**src/rtl/core/dual_ring_fifo_word_packer_core_defines.svh**
```systemverilog
// Assertion helpers shared by the packer core.
`ifndef DUAL_RING_FIFO_WORD_PACKER_CORE_DEFINES_SVH
`define DUAL_RING_FIFO_WORD_PACKER_CORE_DEFINES_SVH

// Same-cycle implication, sampled on clk_i, quiet during reset.
`define DRFWP_ASSERT_NOW(lbl, ante, cons, msg) \
  lbl: assert property (@(posedge clk_i) disable iff (!rst_ni) (ante) |-> (cons)) \
    else $error(msg);

// Next-cycle implication, sampled on clk_i, quiet during reset.
`define DRFWP_ASSERT_NEXT(lbl, ante, cons, msg) \
  lbl: assert property (@(posedge clk_i) disable iff (!rst_ni) (ante) |=> (cons)) \
    else $error(msg);

`endif

```
**src/rtl/core/drfwp_ram.sv**
```systemverilog
`default_nettype none
module drfwp_ram #(
  parameter int unsigned DEPTH = 256,
  parameter int unsigned WIDTH = 8,
  localparam int unsigned AW   = $clog2(DEPTH)
) (
  input  wire logic             clk_i,
  input  wire logic             wr_en_i,
  input  wire logic [AW-1:0]    wr_addr_i,
  input  wire logic [WIDTH-1:0] wr_data_i,
  input  wire logic             rd_en_i,
  input  wire logic [AW-1:0]    rd_addr_i,
  output logic      [WIDTH-1:0] rd_data_o
);

  logic [WIDTH-1:0] mem_q [DEPTH];
  logic [WIDTH-1:0] rd_data_q;

  // Write one entry per cycle
  always_ff @(posedge clk_i) begin
    if (wr_en_i) begin
      mem_q[wr_addr_i] <= wr_data_i;
    end
  end

  // Register read data; hold it between reads
  always_ff @(posedge clk_i) begin
    if (rd_en_i) begin
      rd_data_q <= mem_q[rd_addr_i];
    end
  end

  assign rd_data_o = rd_data_q;

endmodule
`default_nettype wire

```
**config.mk**
```make
export PLATFORM = sky130hd
export DESIGN_NAME = drfwp_ram
export DESIGN_NICKNAME = d
export VERILOG_FILES = /design/src/rtl/core/dual_ring_fifo_word_packer_core_defines.svh /design/src/rtl/core/drfwp_ram.sv
export SDC_FILE = /design/constraint.sdc
export NUM_CORES = 2
export LEC_CHECK = 0
export BUFFER_PORTS_ARGS = -buffer_cell sky130_fd_sc_hd__buf_2
export CAP_MARGIN = 5
export CORE_MARGIN = 1
export CORE_UTILIZATION = 65
export DETAILED_ROUTE_END_ITERATION = 16
export PLACE_DENSITY = 0.79
export SLEW_MARGIN = 10
export SYNTH_ARGS = -nofsm -noshare
export SYNTH_HDL_FRONTEND = slang
export SYNTH_SLANG_ARGS = --single-unit
```
**constraint.sdc**
```tcl
create_clock -name clk_i -period 5.19 [get_ports clk_i]
set_input_delay 0.519 -clock clk_i [delete_from_list [all_inputs] [get_ports clk_i]]
set_output_delay 0.519 -clock clk_i [all_outputs]
set_load 0.1 [all_outputs]
```
# Word-level counts from Yosys, hierarchy flattened
# Memories as Yosys holds them, arrays and structs flattened. A register that Yosys moved wholly into a read port is not among the register bits.
# Index checks and enable logic that the tools add are counted.
# Widths: inputs -> output; s select.
# totals
ram_bits,2048
elab_cells,3
memories,1
output_inout_bits,8
ff_bits,0
inputBits,27
# mem_list
name,words,width,read_ports,rd_clocked_by_memory_dff,write_ports,line,rtl
mem_q,256,8,1,1,1,drfwp_ram.sv:16,logic [WIDTH-1:0] mem_q [DEPTH];
# op_classes
mux,2
# op_table
cell,n
$mux 1,2

# Depth between registers and ports, before layout
# depth
ltp_word,2
mapped_depth,11
ltp_nobuf,6

# Worst setup path before layout
# OpenSTA, ideal clock, no wires.
# synth_timing
path_kind,input to register
from,input rd_addr_i[0]
to,register rd_data_q[2] (netlist: rd_data_o[2]) (read register of mem_q) (data pin)
arrival_ns,2.326
path_buffers,4
setup_time_ns,0.269
stages,9
slack_ns,2.595
required_time_ns,4.921
path_cell_list,buf_6 > buf_12 > buf_8 > buf_2 > mux4_2 > a22oi_1 > a21oi_1 > nor4_1 > nor4_2
# synth_rtl
item,line,rtl
from (decl),drfwp_ram.sv:12,"input wire logic [AW-1:0] rd_addr_i,"
to (decl),drfwp_ram.sv:17,logic [WIDTH-1:0] rd_data_q;

==> impl_metrics.py <==
metrics = {
    "placement": {
        "dpl.hpwl_um": 112000,
        "gp_congestion": 0.867,
        "placedCellCount": 5278,
        "placed_area_mm2": 0.0817,
        "pre_cts_slack_ns": 0.828,
        "portBuffers": 34,
    },
    "sta": {
        "timing.final.ws_setup_ns": 1.59,
        "worst_pin_slew_ns": 1.39,
        "hold_viol": 0,
        "setup_viol": 0,
        "fmax_ghz": 0.278,
        "finalSetupTns_ns": 0,
        "relSlewSlack": 0.0650,
        "fin_skew_ns": 0.0363,
        "rsz0062_at_grt": "no",
        "post-route-min-period_ns": 3.60,
        "fin_crit_sh": 0.694,
        "finalMaxSlewViolations": 0,
    },
    "global_routing": {
        "grt_overflow": 0,
        "grt_pass1_vias": 40483,
        "grt_max_degree": 165,
        "grt_pass1_wl_um": 281000,
        "track_usage": 0.319,
        "antenna_found_initial": 9,
    },
    "critical_path": {
        "worstSetupPathType": "input pin to register",
        "path_cells": "buf_8 -> buf_12 -> buf_4 -> mux4_1 -> a22oi_1 -> a31oi_1 -> nor4_1 -> nor4_1",
        "worst-path-max-fanout": 49,
        "slowest_delay_ns": 1.19,
        "required_ns": 5.70,
        "critPathLaunchType": "input pin",
        "crit_path_frequent_cell": "nor4_1",
        "critPathArrivalTime_ns": 4.11,
        "crit_path_end_kind": "register",
        "crit_slowest_cell": "nor4_1",
    },
    "finish": {
        "nets": 3873,
        "post-route-util": 0.718,
        "fin_area_mm2": 0.0874,
        "fin_cells": 5624,
        "area_delta_synth_final_pct": 9.77,
        "layout-drive-gt1-share": 0.217,
    },
    "logic_synthesis": {
        "synth_nets": 3760,
        "async_reset_ff_frac": 0,
        "ys_seq_area_frac": 0.775,
        "synthesis.area_mm2": 0.0796,
        "synth_warnings": 0,
        "synthCells": 3733,
        "ys_types": 54,
        "syn_avg_cell_area_um2": 21.3,
        "ys_ff_latch": 2056,
        "synth-edff-count": 2056,
        "synth_flop_cell": "edfxtp_1",
    },
    "clock_network": {
        "root_buffer": "clkbuf_16",
        "cts_setup_buffers": 0,
        "clock_latency_ns": 0.83,
        "postCtsHoldBufs": 0,
        "cts_buffers": 191,
        "cts_resized": 0,
        "cts_sinks": 2056,
        "cts_tree": "yes",
        "clock_tree.htree_level_count": 4,
        "clkTransAtPathRegs_ns": 0.06,
        "clockBufferDepth": 3,
    },
    "route": {
        "drt_iter0_drc": 6125,
        "wl_met1_um": 68900,
        "dr.max_layer_used": "met5",
        "drt_wl_total_um": 195000,
        "route.vias.total": 40277,
        "wl_met2_um": 93600,
        "first_pass_iters": 8,
        "drt_drc_violations_left": 0,
        "detail_route.wl_per_cell_um": 34.6,
        "via_per_inst": 7.16,
        "antenna_left": 0,
        "wl_met3_um": 24400,
    },
    "power_and_ir_drop": {
        "power.ir.vdd_worst_mv": 0.388,
        "combPwrFrac": 0.051,
        "leakage_nw": 26.9,
        "powerDensity_mw_per_mm2": 380,
        "p_switching_mw": 7.11,
        "seqPwrFrac": 0.553,
        "pwr-share-clk": 0.396,
        "internal-power_mw": 26.1,
        "power.share.switching": 0.214,
    },
    "floorplan": {
        "rows": 128,
        "die_x_um": 352,
        "die_height_um": 352,
        "core_mm2": 0.122,
        "floorplan.initialDensity": 0.654,
        "dieArea_mm2": 0.124,
        "io_pins": 35,
    },
    "flow_run": {
        "maxCapViolCount": 0,
    },
    "hold_path": {
        "holdCritPathClass": "input pin to register",
    },
    "outcome": {
        "status": "finished, final reports clean",
    },
}
## worst paths after layout
kind	end	depth (start not counted)	startpoint	slack [ns]
max	rd_data_o[5]	8	rd_addr_i[0]	1.59
min	rd_data_o[4]	1	rd_en_i	0.12
max reg2reg	rd_data_o[0]	6	mem_q[139][0]	2.18
min reg2reg	rd_data_o[5]	6	mem_q[32][5]	1.11
## kinds of logic after synthesis
| group | share of synthesized area |
|---|---|
| muxes | 0.146 |
| AOI/OAI and AO/OA | 0.0342 |
| DFF | 0.775 |
| and+or+nand+nor | 0.0263 |
| buffers and inverters | 0.0183 |
## worst max-delay path, delay by kind of cell
| kind | cells | cell delay, ns |
|---|---|---|
| AOI/OAI and AO/OA | 2 | 0.27 |
| buffers and inverters | 3 | 1.27 |
| and+or+nand+nor | 2 | 1.30 |
| muxes | 1 | 0.58 |
## per-layer routing
layer  vias up  track usage
met5         -            0
met4         6        0.124
met3       450       0.0764
met2      3006        0.493
met1     20910        0.449
li1      15905            -
## cell usage in the layout (no fill, tap or decap), types with 7 or more instances in the layout
master     instances
nor2_1           279
diode_2            7
buf_12            19
o21ai_0           10
nor2b_1           28
inv_6              9
o221ai_1          46
clkbuf_1          55
nand2b_1           8
clkbuf_16        194
clkinv_1          46
nor4_1            24
nand3_1           33
mux4_2           454
o22ai_1           28
a21oi_1           96
clkbuf_8           8
mux2i_1          134
o211ai_1          10
a22o_1             8
nand4_1           10
nand2_1           33
clkinv_2          22
edfxtp_1        2056
nor3_1            22
bufinv_16          7
buf_2             23
a211oi_1          16
a22oi_1          133
buf_4            101
a221oi_1          13
## cell usage after synthesis (3+ instances only)
cell type / number / area share
nand2_1: 33 / 0.0016
a211oi_1: 16 / 0.0015
nor2b_1: 31 / 0.0024
nand3_1: 34 / 0.0021
buf_8: 13 / 0.0025
nor4_2: 3 / 0.00047
o32ai_1: 4 / 0.00044
nand4_1: 10 / 0.00079
o22ai_1: 28 / 0.0022
clkbuf_1: 111 / 0.0052
a22o_1: 8 / 0.00088
mux2i_1: 134 / 0.017
o211ai_1: 10 / 0.00094
nand2b_1: 8 / 0.00063
buf_1: 22 / 0.0010
nor3_1: 22 / 0.0014
nor4_1: 24 / 0.0019
buf_4: 27 / 0.0025
a21oi_1: 96 / 0.0060
and2_1: 6 / 0.00047
o22a_1: 5 / 0.00055
buf_6: 21 / 0.0030
a22oi_1: 133 / 0.013
edfxtp_1: 2056 / 0.78
mux4_2: 454 / 0.13
a221oi_1: 13 / 0.0014
buf_12: 8 / 0.0020
nor2_1: 282 / 0.013
or2_2: 4 / 0.00031
o221ai_1: 46 / 0.0051
buf_2: 31 / 0.0019
o21ai_0: 10 / 0.00063
## sequential cells by signal, indices dropped and copies added, names as in the netlist
signal / cells
mem_q: 2048
rd_data_o: 8
## area by class of cell
| cell class | instances | area (µm²) |
|---|---|---|
| fill | 6676 | 34300 |
| tap | 1625 | 2030 |
| multi-input combinational | 1442 | 16500 |
| sequential | 2056 | 61700 |
| antenna | 7 | 17.5 |
| inverter | 2 | 7.51 |
| clock buffer | 249 | 5060 |
| clock inverter | 90 | 677 |
| timing repair buffer | 153 | 1390 |
## through the flow
step                      hold slack, ns  total power, mW
after CTS                         0.0669             33.2
after global routing              0.0913             33.9
final                              0.116             33.2
after floorplan                    0.618             19.6
after detailed placement           0.953             20.3
after global placement             0.947             20.3
## power groups by stage
stage                     logic [mW]  clock network [mW]  registers, mW
after floorplan                0.889                   0           18.7
after global placement          1.62                   0           18.7
after detailed placement        1.65                   0           18.7
after CTS                       1.67                13.2           18.3
after global routing            1.75                13.8           18.3
final                           1.70                13.2           18.3
(Power assumes the default switching activity.)
