**src/rtl/core/dual_ring_fifo_word_packer_core_defines.svh**
```systemverilog
// Assertion helpers shared by the packer core.
`ifndef DUAL_RING_FIFO_WORD_PACKER_CORE_DEFINES_SVH
`define DUAL_RING_FIFO_WORD_PACKER_CORE_DEFINES_SVH

// Same-cycle implication, sampled on clk_i, quiet during reset.
`define DRFWP_ASSERT_NOW(lbl, ante, cons, msg) \
  lbl: assert property (@(posedge clk_i) disable iff (!rst_ni) (ante) |-> (cons)) \
    else $error(msg);

// Next-cycle implication, sampled on clk_i, quiet during reset.
`define DRFWP_ASSERT_NEXT(lbl, ante, cons, msg) \
  lbl: assert property (@(posedge clk_i) disable iff (!rst_ni) (ante) |=> (cons)) \
    else $error(msg);

`endif

```
**src/rtl/core/drfwp_pkg.sv**
```systemverilog
`default_nettype none
package drfwp_pkg;

  localparam int unsigned BYTE_W   = 8;
  localparam int unsigned WORD_W   = 2 * BYTE_W;
  localparam int unsigned RX_DEPTH = 256;
  localparam int unsigned TX_DEPTH = 256;
  localparam int unsigned RX_AW    = $clog2(RX_DEPTH);
  localparam int unsigned TX_AW    = $clog2(TX_DEPTH);

  localparam logic [RX_AW-1:0] RX_LAST = RX_AW'(RX_DEPTH - 1);
  localparam logic [TX_AW-1:0] TX_LAST = TX_AW'(TX_DEPTH - 1);

  typedef enum logic [1:0] {
    OP_RX_PUSH = 2'd0,
    OP_RX_POP  = 2'd1,
    OP_TX_PUSH = 2'd2,
    OP_TX_POP  = 2'd3
  } opcode_e;

  typedef enum logic [2:0] {
    ST_IDLE,
    ST_RX_RD,
    ST_TX_RD0,
    ST_TX_RD1,
    ST_RESP
  } state_e;

  typedef struct packed {
    logic              wr_en;
    logic [RX_AW-1:0]  wr_addr;
    logic [BYTE_W-1:0] wr_data;
    logic              rd_en;
    logic [RX_AW-1:0]  rd_addr;
  } rx_mem_req_t;

  typedef struct packed {
    logic              wr_en;
    logic [TX_AW-1:0]  wr_addr;
    logic [BYTE_W-1:0] wr_data;
    logic              rd_en;
    logic [TX_AW-1:0]  rd_addr;
  } tx_mem_req_t;

  typedef struct packed {
    logic              valid;
    logic [WORD_W-1:0] word;
    logic [1:0]        count;
  } rsp_t;

  function automatic logic [RX_AW-1:0] rx_next(input logic [RX_AW-1:0] ptr);
    return (ptr == RX_LAST) ? '0 : ptr + RX_AW'(1);
  endfunction

  function automatic logic [TX_AW-1:0] tx_next(input logic [TX_AW-1:0] ptr);
    return (ptr == TX_LAST) ? '0 : ptr + TX_AW'(1);
  endfunction

endpackage
`default_nettype wire

```
**src/rtl/core/drfwp_seq.sv**
```systemverilog
`default_nettype none
module drfwp_seq (
  input  wire logic                        clk_i,
  input  wire logic                        rst_ni,
  input  wire logic                        in_valid_i,
  output logic                             in_ready_o,
  input  wire logic [1:0]                  opcode_i,
  input  wire logic [drfwp_pkg::BYTE_W-1:0] data_byte_i,
  output drfwp_pkg::rx_mem_req_t           rx_req_o,
  input  wire logic [drfwp_pkg::BYTE_W-1:0] rx_rdata_i,
  output drfwp_pkg::tx_mem_req_t           tx_req_o,
  input  wire logic [drfwp_pkg::BYTE_W-1:0] tx_rdata_i,
  output drfwp_pkg::rsp_t                  rsp_o,
  input  wire logic                        rsp_take_i
);
  import drfwp_pkg::*;

  state_e            state_q, state_d;
  opcode_e           op;
  logic              in_acc;
  logic              rx_empty, tx_empty, tx_more;
  logic [RX_AW-1:0]  rx_wr_q, rx_rd_q;
  logic [TX_AW-1:0]  tx_wr_q, tx_rd_q;
  logic [WORD_W-1:0] word_q;
  logic [1:0]        count_q;

  assign op       = opcode_e'(opcode_i);
  assign in_acc   = in_valid_i && in_ready_o;
  assign rx_empty = (rx_rd_q == rx_wr_q);
  assign tx_empty = (tx_rd_q == tx_wr_q);
  // After the first transmit read the pointer has advanced; compare again
  assign tx_more  = (tx_rd_q != tx_wr_q);

  // Next state
  always_comb begin
    state_d = state_q;
    case (state_q)
      ST_IDLE: begin
        if (in_valid_i) begin
          case (op)
            OP_RX_POP: state_d = rx_empty ? ST_RESP : ST_RX_RD;
            OP_TX_POP: state_d = tx_empty ? ST_RESP : ST_TX_RD0;
            default:   state_d = ST_RESP;
          endcase
        end
      end
      ST_RX_RD:  state_d = ST_RESP;
      ST_TX_RD0: state_d = tx_more ? ST_TX_RD1 : ST_RESP;
      ST_TX_RD1: state_d = ST_RESP;
      ST_RESP:   state_d = rsp_take_i ? ST_IDLE : ST_RESP;
      default:   state_d = ST_IDLE;
    endcase
  end

  // Outputs: handshake and memory requests
  always_comb begin
    in_ready_o       = (state_q == ST_IDLE);
    rx_req_o.wr_en   = in_acc && (op == OP_RX_PUSH);
    rx_req_o.wr_addr = rx_wr_q;
    rx_req_o.wr_data = data_byte_i;
    rx_req_o.rd_en   = in_acc && (op == OP_RX_POP) && !rx_empty;
    rx_req_o.rd_addr = rx_rd_q;
    tx_req_o.wr_en   = in_acc && (op == OP_TX_PUSH);
    tx_req_o.wr_addr = tx_wr_q;
    tx_req_o.wr_data = data_byte_i;
    tx_req_o.rd_en   = (in_acc && (op == OP_TX_POP) && !tx_empty)
                    || ((state_q == ST_TX_RD0) && tx_more);
    tx_req_o.rd_addr = tx_rd_q;
    rsp_o.valid      = (state_q == ST_RESP);
    rsp_o.word       = word_q;
    rsp_o.count      = count_q;
  end

  // Advance state and ring pointers
  always_ff @(posedge clk_i or negedge rst_ni) begin
    if (!rst_ni) begin
      state_q <= ST_IDLE;
      rx_wr_q <= '0;
      rx_rd_q <= '0;
      tx_wr_q <= '0;
      tx_rd_q <= '0;
    end else begin
      state_q <= state_d;
      case (state_q)
        ST_IDLE: begin
          if (in_acc) begin
            case (op)
              OP_RX_PUSH: rx_wr_q <= rx_next(rx_wr_q);
              OP_RX_POP:  if (!rx_empty) rx_rd_q <= rx_next(rx_rd_q);
              OP_TX_PUSH: tx_wr_q <= tx_next(tx_wr_q);
              OP_TX_POP:  if (!tx_empty) tx_rd_q <= tx_next(tx_rd_q);
              default:    ;
            endcase
          end
        end
        ST_TX_RD0: if (tx_more) tx_rd_q <= tx_next(tx_rd_q);
        default:   ;
      endcase
    end
  end

  // Assemble the result word from read data
  always_ff @(posedge clk_i) begin
    case (state_q)
      ST_IDLE: begin
        if (in_acc) begin
          word_q  <= '0;
          count_q <= 2'd0;
        end
      end
      ST_RX_RD: begin
        word_q  <= {{(WORD_W - BYTE_W){1'b0}}, rx_rdata_i};
        count_q <= 2'd1;
      end
      ST_TX_RD0: begin
        word_q[BYTE_W-1:0] <= tx_rdata_i;
        count_q            <= 2'd1;
      end
      ST_TX_RD1: begin
        word_q[WORD_W-1:BYTE_W] <= tx_rdata_i;
        count_q                 <= 2'd2;
      end
      default: ;
    endcase
  end

endmodule
`default_nettype wire

```
**config.mk**
```make
export PLATFORM = sky130hd
export DESIGN_NAME = drfwp_seq
export DESIGN_NICKNAME = d
export VERILOG_FILES = /design/src/rtl/core/dual_ring_fifo_word_packer_core_defines.svh /design/src/rtl/core/drfwp_pkg.sv /design/src/rtl/core/drfwp_seq.sv
export SDC_FILE = /design/constraint.sdc
export NUM_CORES = 1
export LEC_CHECK = 0
export BUFFER_PORTS_ARGS = -buffer_cell sky130_fd_sc_hd__buf_2
export CAP_MARGIN = 10
export CORE_AREA = 4 4 77 79
export CTS_BUF_LIST = sky130_fd_sc_hd__clkbuf_2 sky130_fd_sc_hd__clkbuf_4 sky130_fd_sc_hd__clkbuf_8
export DETAILED_ROUTE_END_ITERATION = 8
export DIE_AREA = 0 0 81 83
export PLACE_DENSITY = 0.95
export SYNTH_ARGS = -nofsm -noshare
export SYNTH_HDL_FRONTEND = slang
export SYNTH_SLANG_ARGS = --single-unit
```
**constraint.sdc**
```tcl
create_clock -name clk_i -period 3.3 [get_ports clk_i]
set_input_delay 0.66 -clock clk_i [delete_from_list [all_inputs] [get_ports clk_i]]
set_output_delay 0.66 -clock clk_i [all_outputs]
set_load 0.1 [all_outputs]
```
Word-level counts from Yosys, hierarchy flattened

Cells that the tools add are included.

Register bits: 53
Bits in latches: 0
RAM bits: 0
Bits in read-only memories: 0
Input bits: 30
Output and inout port bits: 72
Word-level logic and storage cells: 79
Memories: 0

$add $sub $neg: 4
Multipliers: 0
Div/mod/pow operators: 0
Magnitude comparators: 0
Equality and inequality tests: 19
Shift-type cells: 0
Multiplexer cells: 21
Bitwise operators: 1
Reduce and logical (&&, ||, !) cells: 26

Operator list:

| cell                                                  | number |
|---|---|
| two-way mux 8 bit                                     | 8 |
| one-hot mux 8 bit (3 select lines)                    | 2 |
| adder 8 x 1 -> 8 bit, second input constant           | 4 |
| equality test 8 bit, second input constant            | 4 |
| equality test 8 bit                                   | 2 |
| two-way mux 16 bit                                    | 1 |
| one-hot mux 8 bit (2 select lines)                    | 1 |
| two-way mux 3 bit                                     | 5 |
| one-hot mux 3 bit (4 select lines)                    | 1 |
| nonzero test 3 bit                                    | 3 |
| logical AND 1 bit                                     | 8 |
| inequality test 8 bit                                 | 1 |
| equality test 3 x 2 -> 1 bit, second input constant   | 2 |
| inequality test 2 bit, second input constant          | 3 |
| one-hot mux 2 bit (3 select lines)                    | 1 |
| one-hot mux 3 bit (2 select lines)                    | 1 |
| AND reduction 2 bit                                   | 3 |
| AND reduction 3 bit                                   | 2 |
| AND reduction 5 bit                                   | 1 |
| equality test 2 bit, second input constant            | 2 |
| inequality test 2 x 1 -> 1 bit, second input constant | 2 |
| AND reduction 4 bit                                   | 1 |
| OR reduction 2 bit                                    | 2 |
| equality test 3 x 1 -> 1 bit, second input constant   | 1 |
| 9 further kinds                                       | 10 |

Depth between registers and ports, before layout

Gate-level depths: netlist (run 1).

Word-level depth: 6
Mapped depth: 7

Worst setup path after synthesis (run 1)

Ideal clock, no wire load.

Path kind: register -> output
Start point: register tx_rd_q[2]
End point: output port tx_req_o[8] in the netlist's numbering
Arrival time: 2.347 ns
Data required time: 2.640 ns
Slack: 0.293 ns
Cell stages (with the launch flop): 6
Path through: dfrtp_1 -> buf_2 -> xor2_1 -> nor4_1 -> a2111oi_2 -> buf_2

RTL lines:

| element                | line            | RTL |
|---|---|---|
| from (decl)            | drfwp_seq.sv:23 | `logic [TX_AW-1:0] tx_wr_q, tx_rd_q;` |
| from (signal assigned) | drfwp_seq.sv:91 | `OP_TX_POP: if (!tx_empty) tx_rd_q <= tx_next(tx_rd_q);` |
| from (signal assigned) | drfwp_seq.sv:96 | `ST_TX_RD0: if (tx_more) tx_rd_q <= tx_next(tx_rd_q);` |
| to (decl)              | drfwp_seq.sv:11 | `output drfwp_pkg::tx_mem_req_t tx_req_o,` |

==> results.toml, run 1 <==
[routing]
drc_errors = 0
drt_wl_total_mm = 6.72
vias = 2356
first_iter_violations = 204
dr.pass1.iters = 6
drt.antenna.violating_nets = 0
via_per_inst = 5.70
detail_route.wl_per_cell_um = 16.3

[clock_network]
path_clk_slew_ns = 0.09
cts_tree = "done"
post_cts_buffers = 0
clock_latency_ns = 0.30
cts_resized = 0
holdBufCountCts = 0
root_buffer = "clkbuf_8"
clock_path_buffers = 2
htreeDepth = 2
numClockSinks = 53
cts_buffers = 5

[die]
rows = 27
initial_utilization_pct = 54.3
die_h_um = 83
io-pin-count = 102
die-area_um2 = 6720
die_w_um = 81
core_um2 = 5340

[final_layout]
nNetsFinal = 374
fillCellCount = 441
final_cells = 413
insertedDiodeCount = 0
final_cell_mix = "76 x buf_2, 35 x dfrtp_1, 27 x nand2_1"
multiInputGateArea_um2 = 1270
final-seq-area_um2 = 1420
final_common_cell = "buf_2"
layout-drive-gt1-share_pct = 29.6
area_delta_synth_final_pct = 15.1

[yosys]
synth-edff-count = 18
netlist_instances = 280
synthDistinctLibCells = 50
synthArstFlopShare_pct = 66.0
synth.ff_latch_count = 53
synth.avg_cell_area_um2 = 10.4
synth_top_area_cell = "dfrtp_1"
ys_warn_count = 0
ys.flop_type = "dfrtp_1"
syn_nets = 314
yosys.area.top_type_share_pct = 30.2
synth_area_leaders = "dfrtp_1 30%, edfxtp_1 19%, xor2_1 5.1%"
syn_area_um2 = 2900
seq_area_frac_synth_pct = 48.8

[global_route]
grt_overflow = 0
grt_antenna_before_repair = 0
grt_util_all_layers_pct = 21.1
grt_pass1_wl_mm = 11.2
grt_max_degree = 36
grt_pass1_vias = 2289

[setup_path]
required_ns = 2.64
path_cells = "or4b_4 -> nor3_2 -> a21bo_2 -> clkinv_2 -> buf_2"
startpoint = "state_q[0]$_DFFE_PN0P_"
r2r_slack_ns = 1.18
ff2ff_path_depth = 5
timing.rr.start = "state_q[0]$_DFFE_PN0P_"
worstPathArrival_ns = 2.42
crit_path_max_fanout = 9
cpPeakStageDelay_ns = 0.64
crit_end = "rx_req_o[8]"
crit_type = "register to primary output"
worst_path_max_delay_cell = "or4b_4"
start_kind = "register"
end_kind = "primary output"
worstReg2RegEnd = "rx_rd_q[1]$_DFFE_PN0P_"

[timing]
setup_tns_ns = 0
max_freq_mhz = 325
final_max_slew_viol_count = 0
min_period_ns = 3.08
worst_pin_slew_ns = 1.07
setup_viol = 0
hold_viol_final = 0
fin_crit_sh_pct = 93.3
fin_skew_ns = 0.00245
slew_headroom_pct = 27.7
worst_slack_ns = 0.222
rsz0062_at_grt = "no"

[placed_design]
dp_slack_ns = 0.399
io_buffer_count = 77
gp_congestion = 0.895
place_inst = 405
dp_hpwl_mm = 5.00

[min_path]
hold_path.class = "primary input to asynchronous set/reset pin"

[flow_run]
drv_cap = 0

[run_status]
status = "complete, no violations"
==> cells by family after synthesis <==
group	Yosys count	synth area share, %
and+or+nand+nor	113	20.6
buffers and inverters	33	7.42
DFF	53	48.8
AOI/OAI and AO/OA	41	10.0
adders and majority gates	4	1.73
muxes	8	2.93
xor gates and xnor gates	28	8.46
==> registers in the layout (all words and copies together), names as in the netlist <==
| signal | count |
|---|---|
| count_q | 2 |
| tx_rd_q | 8 |
| rx_wr_q | 8 |
| tx_wr_q | 8 |
| word_q | 16 |
| rx_rd_q | 8 |
| state_q | 3 |
==> cell type report <==
cell class                 count  area share, %
clock inverter                 2           1.12
clock buffer                   6           2.47
sequential                    53           42.4
multi-input combinational    194           38.0
timing repair buffer          79           12.4
tap                           72           2.70
inverter                       7          0.825
==> worst max-delay path, delay by kind of cell (launching register included) <==
family,cells,cell delay [ns]
simple gates,2,0.76
buf+inv,2,0.56
compound gates,1,0.29
flops,1,0.52
==> synth_stat cells (2+ instances only) <==
| master | number |
|---|---|
| dfrtp_1 | 35 |
| a31oi_1 | 3 |
| mux2i_1 | 4 |
| nand2b_1 | 3 |
| buf_4 | 16 |
| edfxtp_1 | 18 |
| buf_6 | 2 |
| xnor2_1 | 11 |
| and3_1 | 4 |
| mux2_2 | 4 |
| inv_1 | 6 |
| nand2_1 | 27 |
| and2_1 | 9 |
| clkbuf_1 | 3 |
| a21o_1 | 3 |
| o21ai_0 | 9 |
| a22oi_1 | 8 |
| ha_1 | 4 |
| or3_1 | 3 |
| a21oi_1 | 5 |
| nor3_1 | 5 |
| nand3_1 | 14 |
| nor2_1 | 24 |
| xor2_1 | 17 |
| nand4_1 | 10 |
| nor4_1 | 5 |
| buf_2 | 4 |
| a21bo_2 | 2 |
==> per-stage QoR <==
step           hold WS [ns]  area (um^2)  util (%)
2_1_floorplan         0.364         2900         -
3_3_place_gp          0.532         3220      60.3
3_5_place_dp          0.532         3220      60.3
4_1_cts               0.456         3340      62.5
5_1_grt               0.494         3340      62.5
6_report              0.432         3340      62.5
==> layer usage <==
| metal | vias to the layer above | track usage [%] | part of all wire, % |
|---|---|---|---|
| li1 | 1098 | - | - |
| met1 | 1131 | 27.3 | 40 |
| met2 | 112 | 35.1 | 50 |
| met3 | 15 | 3.80 | 7.3 |
| met4 | 0 | 7.07 | 2.1 |
| met5 | - | 0 | 0 |
==> worst min path at each step <==
stage / endpoint / slack, ns / cells after the start
global route: tx_rd_q[6]$_DFFE_PN0P_ / 0.49 / 1
CTS: state_q[1]$_DFFE_PN0P_ / 0.46 / 1
finish: tx_rd_q[4]$_DFFE_PN0P_ / 0.43 / 1
global placement: tx_wr_q[4]$_DFFE_PN0P_ / 0.53 / 1
detailed placement: tx_wr_q[4]$_DFFE_PN0P_ / 0.53 / 1
floorplan: rx_rd_q[0]$_DFFE_PN0P_ / 0.36 / 0
Power of run 1 is not shown: default switching activity piles up to over one toggle a cycle in this logic, so the estimate is an artifact.
==> inputs of run 2 (changes only) <==
Settings changed: ABC_AREA from default to 1, CORE_AREA 4 4 77 79 to 4 4 79 81, CTS_CLUSTER_DIAMETER from default to 40, DIE_AREA 0 0 81 83 to 0 0 83 85.
==> run 2 against run 1 <==
Register-to-register slack better by 0.05 ns; clock skew is 0.0015 ns higher; final cell count is 23% higher; cell area is 5.2% higher; synthesized area is 6.2% higher; die area is 4.9% higher; first-iteration DRC count is 2.9% lower; sequential share of layout area is 2.1 points lower; routed wire length is 1.2% higher; critical path type unchanged; critical path depth is 2 higher.
==> results.toml, run 2 <==
[final_layout]
largest_reg_flops = 16
area_delta_synth_final_pct = 14.0
layout-drive-gt1-share_pct = 25.2
largest_register = "word_q"
final_cell_mix = "90 x nand2_1, 77 x buf_2, 49 x inv_1"
insertedDiodeCount = 0
nNetsFinal = 469
final_common_cell = "nand2_1"

[timing]
fin_crit_sh_pct = 85.0
slew_headroom_pct = 23.2
setup_viol = 0
min_period_ns = 2.81
hold_viol_final = 0
max_freq_mhz = 356
worst_slack_ns = 0.495
setup_tns_ns = 0
fin_skew_ns = 0.00393
final_max_slew_viol_count = 0
worst_pin_slew_ns = 1.14
rsz0062_at_grt = "no"

[global_route]
grt_pass1_vias = 2486
grt_antenna_before_repair = 0
grt_util_all_layers_pct = 19.4
grt_pass1_wl_mm = 11.3
grt_max_degree = 36
grt_overflow = 0

[flow_run]
drv_cap = 0

[yosys]
seq_area_frac_synth_pct = 46.0
synth.ff_latch_count = 53
syn_area_um2 = 3080
synth-edff-count = 18
synth_area_leaders = "dfrtp_1 28%, edfxtp_1 18%, nand2_1 11%"
synth.avg_cell_area_um2 = 8.28
syn_nets = 406
synth_most_common_cell = "nand2_1"
synthDistinctLibCells = 33
synth_top_area_cell = "dfrtp_1"
yosys-top-cells-count = "90 x nand2_1, 49 x inv_1, 35 x dfrtp_1"
netlist_instances = 372
ys_warn_count = 0
yosys.area.top_type_share_pct = 28.4
synthArstFlopShare_pct = 66.0
ys.flop_type = "dfrtp_1"

[routing]
detail_route.wl_per_cell_um = 13.4
dr.pass1.iters = 5
drt.antenna.violating_nets = 0
drt_wl_total_mm = 6.80
first_iter_violations = 198
drc_errors = 0
vias = 2618
via_per_inst = 5.15

[placed_design]
gp_congestion = 0.900
io_buffer_count = 77
dp_slack_ns = 0.762
dp_hpwl_mm = 5.14

[clock_network]
clock_latency_ns = 0.30
cts_buffers = 5
path_clk_slew_ns = 0.09
numClockSinks = 53
cts_tree = "done"
cts_resized = 0
root_buffer = "clkbuf_8"
clock_path_buffers = 2
htreeDepth = 2
holdBufCountCts = 0
post_cts_buffers = 0

[setup_path]
worstPathArrival_ns = 2.15
start_kind = "register"
timing.rr.start = "state_q[1]$_DFFE_PN0P_"
crit_path_max_fanout = 13
startpoint = "state_q[1]$_DFFE_PN0P_"
required_ns = 2.64
end_kind = "primary output"
ff2ff_path_depth = 4
crit_end = "rx_req_o[8]"
r2r_slack_ns = 1.23
crit_type = "register to primary output"
worstReg2RegEnd = "word_q[5]$_DFFE_PP_"

[die]
core_um2 = 5470
initial_utilization_pct = 56.3
die-area_um2 = 7060
rows = 27
io-pin-count = 102
die_w_um = 83
die_h_um = 85

[min_path]
hold_path.class = "primary input to asynchronous set/reset pin"

[run_status]
status = "complete, no violations"
==> run 2: changes by cell type in the layout (fill, tap and decap cells not counted), sizes merged, moves of 5 or more <==
| cell | delta |
|---|---|
| nor4 | -5 |
| nand3 | +12 |
| xor2 | -8 |
| and2 | -9 |
| o21ai | +22 |
| a22oi | -8 |
| nand2 | +66 |
| inv | +46 |
| nor2 | +13 |
==> run 2: worst max-delay path: stages (launching register included) <==
cell and delay, ns:
dfrtp_1 0.38, inv_1 0.29, nand2_2 0.15, nor2_2 0.14
nand3_1 0.09, buf_4 0.18, inv_1 0.15, buf_2 0.46
==> run 2: worst min-delay path by stage <==
stage	slack, ns	cells after the start	end	start
floorplan	0.36	0	rx_rd_q[0]$_DFFE_PN0P_	rst_ni
global placement	0.56	1	tx_wr_q[6]$_DFFE_PN0P_	tx_wr_q[6]$_DFFE_PN0P_
detailed placement	0.57	2	rx_rd_q[4]$_DFFE_PN0P_	rx_rd_q[4]$_DFFE_PN0P_
CTS	0.45	1	tx_wr_q[1]$_DFFE_PN0P_	rst_ni
global route	0.48	1	tx_wr_q[7]$_DFFE_PN0P_	rst_ni
finish	0.42	1	tx_wr_q[7]$_DFFE_PN0P_	rst_ni
==> run 2: final cells by class <==
cell class,instances,area (um^2)
clock buffer,5,68.8
multi-input combinational,244,1290
clock inverter,3,46.3
tap,72,90.1
inverter,52,198
timing repair buffer,79,400
fill,473,1960
sequential,53,1420
==> run 2: stage by stage <==
stage | area (um^2) | hold WS (ns) | std cells | util (%)
after floorplan | 3080 | 0.364 | 372 | -
after global placement | 3400 | 0.563 | 500 | 62.0
after detailed placement | 3400 | 0.573 | 500 | 62.0
after CTS | 3510 | 0.453 | 508 | 64.2
after global routing | 3510 | 0.484 | 508 | 64.2
final | 3510 | 0.423 | 508 | 64.2
==> run 2: cell families after synthesis <==
| kind of cell | share of synthesized area (%) |
|---|---|
| adder cells (fa/ha/maj) | 1.62 |
| XOR/XNOR | 6.82 |
| buffers and inverters | 12.1 |
| AND/OR/NAND/NOR | 26.8 |
| AO/OA/AOI/OAI | 6.70 |
| flip-flops | 46.0 |
==> run 2: metal layers <==
metal	track usage [%]	up-vias	part of all wire [%]
li1	-	1294	-
met2	33.2	116	49
met5	0	-	0
met4	6.69	0	1.2
met1	24.5	1199	42
met3	3.88	9	8.0
Power of run 2 is left out for the same reason.
